**config.mk**
```make
export PLATFORM = sky130hd
export DESIGN_NAME = sha256_hash_engine
export DESIGN_NICKNAME = d
export VERILOG_FILES = /design/src/sha_pkg.sv /design/src/sha256_hash_engine.sv
export VERILOG_INCLUDE_DIRS = /design/src /design/src/src
export SDC_FILE = /design/constraint.sdc
export NUM_CORES = 2
export LEC_CHECK = 0
export BUFFER_PORTS_ARGS = -buffer_cell sky130_fd_sc_hd__buf_4
export CORE_UTILIZATION = 40
export CTS_BUF_LIST = sky130_fd_sc_hd__clkbuf_8
export CTS_CLUSTER_DIAMETER = 40
export CTS_CLUSTER_SIZE = 8
export DETAILED_ROUTE_END_ITERATION = 7
export PLACE_DENSITY_LB_ADDON = 0.2
export SLEW_MARGIN = 20
export SYNTH_ARGS = -nofsm -noshare
export SYNTH_HDL_FRONTEND = slang
export SYNTH_SLANG_ARGS = --single-unit
```
**constraint.sdc**
```tcl
create_clock -name clk -period 43.3 [get_ports clk]
set_clock_uncertainty 0.05 [all_clocks]
set_input_delay 8.66 -clock clk [delete_from_list [all_inputs] [get_ports clk]]
set_output_delay 8.66 -clock clk [all_outputs]
set_load 0.02 [all_outputs]
```
**src/sha256_hash_engine_macros.svh**
```systemverilog
// assertion macros for the sha-256 hash engine
`ifndef SHA256_HASH_ENGINE_MACROS_SVH
`define SHA256_HASH_ENGINE_MACROS_SVH

`ifndef SYNTHESIS

// property that holds on every rising clock edge outside reset
`define SHA_ASSERT(lbl, clk, rst_n, prop) \
    lbl: assert property (@(posedge clk) disable iff (!rst_n) (prop)) \
        else $error("sha256 engine assertion failed");

// antecedent this cycle, consequent on the next edge
`define SHA_ASSERT_NEXT(lbl, clk, rst_n, ante, cons) \
    lbl: assert property (@(posedge clk) disable iff (!rst_n) (ante) |=> (cons)) \
        else $error("sha256 engine assertion failed");

`else

`define SHA_ASSERT(lbl, clk, rst_n, prop)
`define SHA_ASSERT_NEXT(lbl, clk, rst_n, ante, cons)

`endif

`endif

```
**src/sha_pkg.sv**
```systemverilog
// constants and helper functions of the sha-256 hash engine
package sha_pkg;

    localparam int unsigned WORD_W   = 32;
    localparam int unsigned NUM_HASH = 8;
    localparam int unsigned BLOCK_W  = 512;
    localparam int unsigned ROUNDS   = 64;
    localparam logic [7:0]  PAD_MARK = 8'h80;
    localparam logic [5:0]  LEN_POS  = 6'd56;
    localparam logic [5:0]  FILL_TOP = 6'd63;

    typedef logic [WORD_W-1:0] word_t;

    // initial hash words
    localparam word_t IV [NUM_HASH] = '{
        32'h6a09e667, 32'hbb67ae85, 32'h3c6ef372, 32'ha54ff53a,
        32'h510e527f, 32'h9b05688c, 32'h1f83d9ab, 32'h5be0cd19
    };

    // round constant table
    function automatic word_t round_k(input logic [5:0] idx);
        word_t k;
        case (idx)
            6'd0:  k = 32'h428a2f98;  6'd1:  k = 32'h71374491;
            6'd2:  k = 32'hb5c0fbcf;  6'd3:  k = 32'he9b5dba5;
            6'd4:  k = 32'h3956c25b;  6'd5:  k = 32'h59f111f1;
            6'd6:  k = 32'h923f82a4;  6'd7:  k = 32'hab1c5ed5;
            6'd8:  k = 32'hd807aa98;  6'd9:  k = 32'h12835b01;
            6'd10: k = 32'h243185be;  6'd11: k = 32'h550c7dc3;
            6'd12: k = 32'h72be5d74;  6'd13: k = 32'h80deb1fe;
            6'd14: k = 32'h9bdc06a7;  6'd15: k = 32'hc19bf174;
            6'd16: k = 32'he49b69c1;  6'd17: k = 32'hefbe4786;
            6'd18: k = 32'h0fc19dc6;  6'd19: k = 32'h240ca1cc;
            6'd20: k = 32'h2de92c6f;  6'd21: k = 32'h4a7484aa;
            6'd22: k = 32'h5cb0a9dc;  6'd23: k = 32'h76f988da;
            6'd24: k = 32'h983e5152;  6'd25: k = 32'ha831c66d;
            6'd26: k = 32'hb00327c8;  6'd27: k = 32'hbf597fc7;
            6'd28: k = 32'hc6e00bf3;  6'd29: k = 32'hd5a79147;
            6'd30: k = 32'h06ca6351;  6'd31: k = 32'h14292967;
            6'd32: k = 32'h27b70a85;  6'd33: k = 32'h2e1b2138;
            6'd34: k = 32'h4d2c6dfc;  6'd35: k = 32'h53380d13;
            6'd36: k = 32'h650a7354;  6'd37: k = 32'h766a0abb;
            6'd38: k = 32'h81c2c92e;  6'd39: k = 32'h92722c85;
            6'd40: k = 32'ha2bfe8a1;  6'd41: k = 32'ha81a664b;
            6'd42: k = 32'hc24b8b70;  6'd43: k = 32'hc76c51a3;
            6'd44: k = 32'hd192e819;  6'd45: k = 32'hd6990624;
            6'd46: k = 32'hf40e3585;  6'd47: k = 32'h106aa070;
            6'd48: k = 32'h19a4c116;  6'd49: k = 32'h1e376c08;
            6'd50: k = 32'h2748774c;  6'd51: k = 32'h34b0bcb5;
            6'd52: k = 32'h391c0cb3;  6'd53: k = 32'h4ed8aa4a;
            6'd54: k = 32'h5b9cca4f;  6'd55: k = 32'h682e6ff3;
            6'd56: k = 32'h748f82ee;  6'd57: k = 32'h78a5636f;
            6'd58: k = 32'h84c87814;  6'd59: k = 32'h8cc70208;
            6'd60: k = 32'h90befffa;  6'd61: k = 32'ha4506ceb;
            6'd62: k = 32'hbef9a3f7;  6'd63: k = 32'hc67178f2;
            default: k = '0;
        endcase
        return k;
    endfunction

    function automatic word_t rotr(input word_t x, input int unsigned n);
        return (x >> n) | (x << (WORD_W - n));
    endfunction

    function automatic word_t big_sig0(input word_t x);
        return rotr(x, 2) ^ rotr(x, 13) ^ rotr(x, 22);
    endfunction

    function automatic word_t big_sig1(input word_t x);
        return rotr(x, 6) ^ rotr(x, 11) ^ rotr(x, 25);
    endfunction

    function automatic word_t small_sig0(input word_t x);
        return rotr(x, 7) ^ rotr(x, 18) ^ (x >> 3);
    endfunction

    function automatic word_t small_sig1(input word_t x);
        return rotr(x, 17) ^ rotr(x, 19) ^ (x >> 10);
    endfunction

endpackage

```
**src/sha256_hash_engine.sv**
```systemverilog
// sha-256 hash engine: byte absorber, padding sequencer and iterative round unit
//
// Input channel s_*: each transfer carries up to four message bytes in
// s_tdata[31:0] (first byte in bits 31:24), the byte count in s_tdata[34:32]
// (values above four count as four) and s_tlast, which ends the message.
// Output channel m_*: after a transfer with s_tlast the engine pads the
// message, finishes it and presents the eight digest words in order,
// word 0 first; m_tlast marks word 7.
// Flow: s_tready is high only while the engine is idle. The bytes of an
// accepted transfer go one byte per cycle into the 512-bit block shift
// register, except while a compression runs. Every 64th byte starts a
// compression: 64 rounds through the single round unit, one round per
// cycle, then an update step that adds the working words into the chaining
// value. After the final transfer the engine appends the pad byte, zero
// bytes and the length, running one or two compressions, after which
// the digest is offered. Each digest word waits for m_tready; the engine
// holds it unchanged and does nothing else while the receiver stalls.
// After word 7 is taken the engine returns to the initial hash value.
// Reset (rst_n low, asynchronous) returns to idle with the initial hash
// value, an empty block and a zero length.
`include "sha256_hash_engine_macros.svh"

module sha256_hash_engine (
    input  logic        clk,
    input  logic        rst_n,
    input  logic        s_tvalid,
    output logic        s_tready,
    input  logic [39:0] s_tdata,   // data_word[31:0], byte_count[34:32], zeros
    input  logic        s_tlast,
    output logic        m_tvalid,
    input  logic        m_tready,
    output logic [39:0] m_tdata,   // digest_word[31:0], word_index[34:32], zeros
    output logic        m_tlast
);

    import sha_pkg::*;

    typedef enum logic [2:0] {
        S_IDLE,
        S_ABSORB,
        S_PAD,
        S_LEN,
        S_ROUND,
        S_UPDATE,
        S_OUT
    } state_t;

    state_t             state_reg, state_next;
    state_t             resume_reg, resume_next;
    logic [5:0]         fill_reg, fill_next;
    logic [63:0]        bit_len_reg, bit_len_next;
    logic [2:0]         cnt_reg, cnt_next;
    logic               last_reg, last_next;
    logic               mark_reg, mark_next;
    logic [3:0]         len_cnt_reg, len_cnt_next;
    logic [5:0]         round_reg, round_next;
    logic [2:0]         idx_reg, idx_next;
    word_t              chain_reg [NUM_HASH];
    word_t              chain_next [NUM_HASH];
    // payload, no reset
    logic [BLOCK_W-1:0] blk_reg, blk_next;
    word_t              data_reg, data_next;
    word_t              work_reg [NUM_HASH];
    word_t              work_next [NUM_HASH];

    logic               push_en;
    logic [7:0]         push_byte;
    state_t             after_push;
    logic [2:0]         in_cnt;
    word_t              t1, t2, sched_new;

    // saturated byte count of the incoming transfer
    assign in_cnt = (s_tdata[34:32] > 3'd4) ? 3'd4 : s_tdata[34:32];

    // round unit and schedule extension
    always_comb
    begin
        t1 = work_reg[7] + big_sig1(work_reg[4])
           + ((work_reg[4] & work_reg[5]) ^ (~work_reg[4] & work_reg[6]))
           + round_k(round_reg) + blk_reg[511:480];
        t2 = big_sig0(work_reg[0])
           + ((work_reg[0] & work_reg[1]) ^ (work_reg[0] & work_reg[2])
              ^ (work_reg[1] & work_reg[2]));
        sched_new = blk_reg[511:480] + small_sig0(blk_reg[479:448])
                  + blk_reg[223:192] + small_sig1(blk_reg[63:32]);
    end

    // sequencer
    always_comb
    begin
        state_next   = state_reg;
        resume_next  = resume_reg;
        fill_next    = fill_reg;
        bit_len_next = bit_len_reg;
        cnt_next     = cnt_reg;
        last_next    = last_reg;
        mark_next    = mark_reg;
        len_cnt_next = len_cnt_reg;
        round_next   = round_reg;
        idx_next     = idx_reg;
        chain_next   = chain_reg;
        blk_next     = blk_reg;
        data_next    = data_reg;
        work_next    = work_reg;
        push_en      = 1'b0;
        push_byte    = '0;
        after_push   = state_reg;

        case (state_reg)
            S_IDLE:
            begin
                if (s_tvalid)
                begin
                    data_next    = s_tdata[31:0];
                    cnt_next     = in_cnt;
                    last_next    = s_tlast;
                    bit_len_next = bit_len_reg + {58'd0, in_cnt, 3'd0};
                    if (in_cnt != 3'd0)
                        state_next = S_ABSORB;
                    else if (s_tlast)
                        state_next = S_PAD;
                end
            end
            S_ABSORB:
            begin
                push_en   = 1'b1;
                push_byte = data_reg[31:24];
                data_next = {data_reg[23:0], 8'd0};
                cnt_next  = cnt_reg - 3'd1;
                if (cnt_reg == 3'd1)
                    after_push = last_reg ? S_PAD : S_IDLE;
            end
            S_PAD:
            begin
                if (!mark_reg)
                begin
                    push_en   = 1'b1;
                    push_byte = PAD_MARK;
                    mark_next = 1'b1;
                end
                else if (fill_reg == LEN_POS)
                begin
                    state_next = S_LEN;
                end
                else
                begin
                    push_en = 1'b1;
                end
            end
            S_LEN:
            begin
                // the length register empties itself as it is shifted out
                push_en      = 1'b1;
                push_byte    = bit_len_reg[63:56];
                bit_len_next = {bit_len_reg[55:0], 8'd0};
                len_cnt_next = len_cnt_reg + 4'd1;
                if (len_cnt_reg == 4'd7)
                    after_push = S_OUT;
            end
            S_ROUND:
            begin
                work_next[7] = work_reg[6];
                work_next[6] = work_reg[5];
                work_next[5] = work_reg[4];
                work_next[4] = work_reg[3] + t1;
                work_next[3] = work_reg[2];
                work_next[2] = work_reg[1];
                work_next[1] = work_reg[0];
                work_next[0] = t1 + t2;
                blk_next     = {blk_reg[479:0], sched_new};
                round_next   = round_reg + 6'd1;
                if (round_reg == 6'(ROUNDS - 1))
                    state_next = S_UPDATE;
            end
            S_UPDATE:
            begin
                for (int i = 0; i < NUM_HASH; i++)
                    chain_next[i] = chain_reg[i] + work_reg[i];
                state_next = resume_reg;
            end
            S_OUT:
            begin
                if (m_tready)
                begin
                    idx_next = idx_reg + 3'd1;
                    if (idx_reg == 3'(NUM_HASH - 1))
                    begin
                        chain_next   = IV;
                        mark_next    = 1'b0;
                        len_cnt_next = '0;
                        state_next   = S_IDLE;
                    end
                end
            end
            default:
            begin
                state_next = S_IDLE;
            end
        endcase

        // byte shifted into the block; a full block starts the rounds
        if (push_en)
        begin
            blk_next  = {blk_reg[BLOCK_W-9:0], push_byte};
            fill_next = fill_reg + 6'd1;
            if (fill_reg == FILL_TOP)
            begin
                state_next  = S_ROUND;
                resume_next = after_push;
                round_next  = '0;
                work_next   = chain_reg;
            end
            else
            begin
                state_next = after_push;
            end
        end
    end

    // control state and chaining value
    always_ff @(posedge clk or negedge rst_n)
    begin
        if (!rst_n)
        begin
            state_reg   <= S_IDLE;
            resume_reg  <= S_IDLE;
            fill_reg    <= '0;
            bit_len_reg <= '0;
            cnt_reg     <= '0;
            last_reg    <= 1'b0;
            mark_reg    <= 1'b0;
            len_cnt_reg <= '0;
            round_reg   <= '0;
            idx_reg     <= '0;
            chain_reg   <= IV;
        end
        else
        begin
            state_reg   <= state_next;
            resume_reg  <= resume_next;
            fill_reg    <= fill_next;
            bit_len_reg <= bit_len_next;
            cnt_reg     <= cnt_next;
            last_reg    <= last_next;
            mark_reg    <= mark_next;
            len_cnt_reg <= len_cnt_next;
            round_reg   <= round_next;
            idx_reg     <= idx_next;
            chain_reg   <= chain_next;
        end
    end

    // block, message word and working words
    always_ff @(posedge clk)
    begin
        blk_reg  <= blk_next;
        data_reg <= data_next;
        work_reg <= work_next;
    end

    // ports
    assign s_tready = (state_reg == S_IDLE);
    assign m_tvalid = (state_reg == S_OUT);
    assign m_tdata  = {5'd0, idx_reg, chain_reg[idx_reg]};
    assign m_tlast  = (idx_reg == 3'(NUM_HASH - 1));

    // checks
    `SHA_ASSERT(a_no_overlap, clk, rst_n, !(s_tready && m_tvalid))
    `SHA_ASSERT(a_round_idle, clk, rst_n, (state_reg == S_ROUND) || (round_reg == 6'd0))
    `SHA_ASSERT(a_round_entry, clk, rst_n,
        $rose(state_reg == S_ROUND) |-> ($past(fill_reg) == FILL_TOP))
    `SHA_ASSERT_NEXT(a_clean_finish, clk, rst_n, m_tvalid && m_tready && m_tlast,
        (fill_reg == 6'd0) && (bit_len_reg == 64'd0) && s_tready)

endmodule

```
## Yosys cells after proc, flatten, opt, wreduce, memory -nomap -nowiden

Memory sizes are Yosys's and may differ from the RTL's.
Index checks and enable logic that the tools add are counted.

- Memories kept: 1
- Output and inout port bits: 43
- Bits in registers: 1150
- Bits in read-only memories: 2048

Memories:

| memory | words | width | read ports | clocked after Yosys merged registers in | write ports | RTL line | text |
|---|---|---|---|---|---|---|---|
| (name not given) | 64 | 32 | 1 | 0 | 0 | sha_pkg.sv:23 | `case (idx)` |

- Equality and inequality tests: 23
- Magnitude comparators: 2
- Bitwise gates (word level): 28
- Reduce and logical (&&, ||, !) cells: 18
- Multiplexer cells: 47
- $add $sub $neg: 24

Operators by type and width:

| operator | number |
|---|---|
| 256-bit 2-to-1 mux | 5 |
| 512-bit 2-to-1 mux | 2 |
| 32-bit adder | 18 |
| 256-bit one-hot mux with 2 select lines | 1 |
| 32-bit XOR | 9 |
| 32-bit bitwise AND | 5 |
| 64-bit one-hot mux with 2 select lines | 1 |
| 32-bit binary-select mux with 3-bit select | 1 |
| 32-bit 2-to-1 mux | 3 |
| 64-bit by 6-bit adder with 64-bit output | 1 |
| 64-bit 2-to-1 mux | 1 |
| 32-bit one-hot mux with 2 select lines | 1 |
| 3-bit 2-to-1 mux | 14 |
| 32-bit inverter | 1 |
| 10-bit by 32-bit bitwise OR with 32-bit output | 1 |
| 13-bit by 32-bit bitwise OR with 32-bit output | 1 |
| 14-bit by 32-bit bitwise OR with 32-bit output | 1 |
| 15-bit by 32-bit bitwise OR with 32-bit output | 1 |
| 19-bit by 32-bit bitwise OR with 32-bit output | 1 |
| 21-bit by 32-bit bitwise OR with 32-bit output | 1 |
| 25-bit by 32-bit bitwise OR with 32-bit output | 1 |
| 26-bit by 32-bit bitwise OR with 32-bit output | 1 |
| 30-bit by 32-bit bitwise OR with 32-bit output | 1 |
| 7-bit by 32-bit bitwise OR with 32-bit output | 1 |
| 37 further kinds | 69 |

## Depth between registers and ports, before layout

- Word-level depth: 11
- Mapped depth: 38
- Gate-level depth less buffers: 37

## Worst setup path before layout

OpenSTA, ideal clock, no wires.

- Path kind: flip-flop to flip-flop
- Start: register fill_reg[0]
- End: register blk_reg[0] (enable)
- Period minus slack after synthesis: 13.806 ns
- Cell stages (with the launch flop): 10
- Setup time: 3.639 ns
- Slack: 29.494 ns
- Arrival: 10.117 ns
- Cell sequence: dfrtp_1 > inv_1 > ha_1 > nand3b_1 > o21ai_0 > a21o_1 > clkbuf_1 > clkbuf_1 > clkbuf_1 > nand2_1

- Cells in the longest elaborated chain, start to end: 5

Ends and longest elaborated chain:

| item | RTL line | text |
|---|---|---|
| from (decl) | sha256_hash_engine.sv:50 | `logic [5:0] fill_reg, fill_next;` |
| from (signal assigned) | sha256_hash_engine.sv:241 | `fill_reg <= fill_next;` |
| 6-bit equality test | sha256_hash_engine.sv:141 | `else if (fill_reg == LEN_POS)` |
| 1-bit 2-to-1 mux | sha256_hash_engine.sv:141 |  |
| 1-bit 2-to-1 mux | sha256_hash_engine.sv:135 | `if (!mark_reg)` |
| 1-bit one-hot mux with 2 select lines | sha256_hash_engine.sv:109 | `case (state_reg)` |
| 2-bit nonzero test (no line) | -- |  |
| to (signal assigned) | sha256_hash_engine.sv:256 | `blk_reg <= blk_next;` |
| to (decl) | sha256_hash_engine.sv:61 | `logic [BLOCK_W-1:0] blk_reg, blk_next;` |

Every way passes these cells.
A chain may end at the register's enable or synchronous reset.

## Final worst setup path

- Start: register idx_reg[0]
- End: output port m_tdata[14]

- Cells in the longest elaborated chain, start to end: 4

Ends and longest elaborated chain:

| item | RTL line | text |
|---|---|---|
| from (decl) | sha256_hash_engine.sv:57 | `logic [2:0] idx_reg, idx_next;` |
| from (signal assigned) | sha256_hash_engine.sv:248 | `idx_reg <= idx_next;` |
| 3-bit inverter with 4-bit output (implied by the code) | sha256_hash_engine.sv:264 | `assign m_tdata = {5'd0, idx_reg, chain_reg[idx_reg]};` |
| 32-bit binary-select mux with 3-bit select | sha256_hash_engine.sv:264 |  |
| 32-bit 2-to-1 mux (implied by the code) (2 in series) | sha256_hash_engine.sv:264 |  |
| to (decl) | sha256_hash_engine.sv:32 | `output logic [39:0] m_tdata,` |

Every way passes these cells. The select of a mux whose other input is x is not followed.

==> run_results.csv <==
group,metric,value,unit
critical_path,end_kind,"output pin",
synthesis,avgSynthCellArea,8.67,µm²
routing,drtPass1Iterations,6,
routing,viasPerCell,5.60,
sta,setup_viol,0,
clocking,clock-sinks,1147,
die,dieArea,0.197,mm²
sta,hold_violations,0,
clocking,cts_buffers,218,
clocking,cts_hold_buf,0,
sta,drv_slew,0,
clocking,cts_setup_buffers,0,
die,start_util,40.4,%
placement,portBuffers,77,
critical_path,critPathSlowestCell,"dfrtp_4",
routing,drcViolationCount,0,
clocking,ctsRootBufferMaster,"clkbuf_8",
critical_path,crit_path_max_fanout,37,
clocking,cts.path.max_buffers,3,
sta,fin_crit,12.68,ns
clocking,clk_pin_slew,0.07,ns
sta,clock.fmax,78.8,MHz
clocking,cts_tree,"done",
routing,drtAntennaViolNets,0,
critical_path,cpMostUsedCell,"buf_4",
routing,wl_per_cell,21.8,µm
routing,wl,251,mm
global_routing,grt_pass1_vias,60811,
run,maxCapViolations,0,
die,die_w,443,µm
critical_path,max_stage_delay,1.00,ns
critical_path,critPathRequiredTime,34.59,ns
final_layout,area_growth,9.58,%
clocking,worstSkewPairLatency,1.01,ns
sta,rsz0062_at_grt,"no",
synthesis,synth_top_cell_area_share,21.0,%
global_routing,grt-ovfl-total,0,
synthesis,synth.largest_area_cell,"edfxtp_1",
synthesis,postSynthRegisterBits,1147,
synthesis,syn-cell-area,0.0779,mm²
hold_path,hold_class,"flop to flop",
synthesis,post-synth-top-count-cell,"nand2_1",
global_routing,grt_max_degree,236,
critical_path,worstPathCellList,"buf_4 > mux4_2 > mux2_2 > buf_4",
critical_path,crit_type,"flop to output pin",
global_routing,track_usage,25.0,%
synthesis,synth_common_cells,"2132 x nand2_1, 593 x o21ai_0, 544 x edfxtp_1",
sta,setup_tns,0,ns
synthesis,ys_types,89,
synthesis,synth_flop_cell,"edfxtp_1",
global_routing,antenna_found_initial,7,
clocking,htreeDepth,4,
global_routing,grt_pass1_wl,379,mm
synthesis,ys_top_cells_by_area,"edfxtp_1 21%, nand2_1 10%, dfrtp_1 6.8%, dfxtp_1 6.6%, ha_1 6.6%",
routing,vias,64619,
sta,worst_pin_slew,1.30,ns
final_layout,largest_reg_flops,512,
placement,post-dp-hpwl,179,mm
final_layout,drive_gt1_share,9.66,%
die,coreArea,0.193,mm²
final_layout,final_nets,9489,
placement,gp_congestion,0.964,
synthesis,async_flop_share,30.3,%
synthesis,synth_edf_count,544,
synthesis,seq_area_frac_synth,38.9,%
synthesis,ys_warn_count,0,
synthesis,synth_cells,8994,
routing,first_iter_violations,6377,
die,dieHeight,443,µm
die,num_io_pins,88,
sta,finalCritPeriodShare,29.3,%
run_status,outcome,"completed",
critical_path,cp_data_arrival_time,3.97,ns
clocking,post_cts_resized,0,
sta,max_slew_margin,13.5,%
die,row_count,161,
final_layout,nFillCells,19102,
critical_path,cp-start-kind,"flop",
logic make-up (layout without fill, tap and decap cells):
family	count (synthesis)	after routing	share of synthesized area (%)
AO/OA/AOI/OAI	2079	2079	16.3
XOR/XNOR	575	575	6.46
adder cells (fa/ha/maj)	608	608	11.6
buffers and inverters	1069	1083	5.18
flip-flops	1147	1147	38.9
multiplexers	188	188	3.71
other	1	11	0.00481
AND/OR/NAND/NOR	3327	3327	17.8
path summary, 6_finish.rpt:
kind | from | to | slack [ns] | cells past startpoint
worst max-delay path | idx_reg[0] | m_tdata[14] | 30.62 | 4
worst min-delay path | blk_reg[269] | blk_reg[277] | 0.40 | 2
worst max register to register | round_reg[0] | work_reg[255] | 32.97 | 34
worst min register to register | blk_reg[269] | blk_reg[277] | 0.40 | 2
max in group asynchronous | rst_n | idx_reg[1] | 33.32 | 3
min in group asynchronous | rst_n | chain_reg[34] | 7.66 | 1
worst max-delay path: cells and delay by family (launching register included):
kind     cells  cell delay (ns)
buf+inv      2             0.85
mux          2             1.03
flops        1             1.00
layout make-up:
class | count | area, µm² | area share, %
inverters | 525 | 1970 | 2.31
diodes | 6 | 15.0 | 0.0176
repair buffers | 165 | 1340 | 1.57
flip-flops and latches | 1147 | 30300 | 35.5
multi-input cells | 6782 | 43800 | 51.2
well taps | 2526 | 3160 | 3.70
clock inverters | 151 | 1500 | 1.76
clock buffers | 242 | 3330 | 3.90
placed cells by master (no fill, tap or decap), types with 22 or more instances in the layout:
cell	count
nand2_1	2128
o21ai_0	591
inv_1	562
edfxtp_1	544
a21oi_1	528
nor2_1	514
ha_1	409
xnor2_1	315
xor2_1	260
a31oi_1	257
dfxtp_1	256
clkbuf_8	242
a21o_1	212
dfrtp_1	204
fa_1	196
nand3_1	175
buf_4	157
dfstp_2	136
nor3_1	129
mux2_2	87
mux4_2	72
o21a_1	63
nand2b_1	63
nor2b_1	61
and3_1	59
o21bai_1	45
o21ai_1	43
a211oi_1	42
clkinv_2	41
or3_1	39
nand4_1	34
mux2i_1	29
nor4_1	24
o311ai_0	24
a221o_1	24
bufinv_16	24
o211ai_1	23
and2_1	22
o31ai_1	22
clkinvlp_4	22
per-stage QoR:
| step | utilization, % | setup slack, ns | hold WS, ns | cells | cell area, µm² |
|---|---|---|---|---|---|
| 4_1_cts | 44.2 | 30.41 | 0.404 | 11537 | 85400 |
| 3_3_place_gp | 41.7 | 31.07 | 0.407 | 11144 | 80500 |
| 6_report | 44.3 | 30.62 | 0.400 | 11544 | 85400 |
| 3_5_place_dp | 41.7 | 31.06 | 0.430 | 11144 | 80500 |
| 2_1_floorplan | - | 29.49 | 0.392 | 8998 | 78000 |
| 5_1_grt | 44.3 | 30.37 | 0.423 | 11541 | 85400 |
routing by layer:
layer | track usage [%] | part of all wire (%)
met5 | 0 | 0.011
met2 | 38.1 | 44
met1 | 36.2 | 46
met3 | 4.14 | 7.2
met4 | 7.50 | 2.6
Power is left out: the tool's default activity adds up to more than one toggle a clock period on the data nets, which glitch-free logic cannot reach.
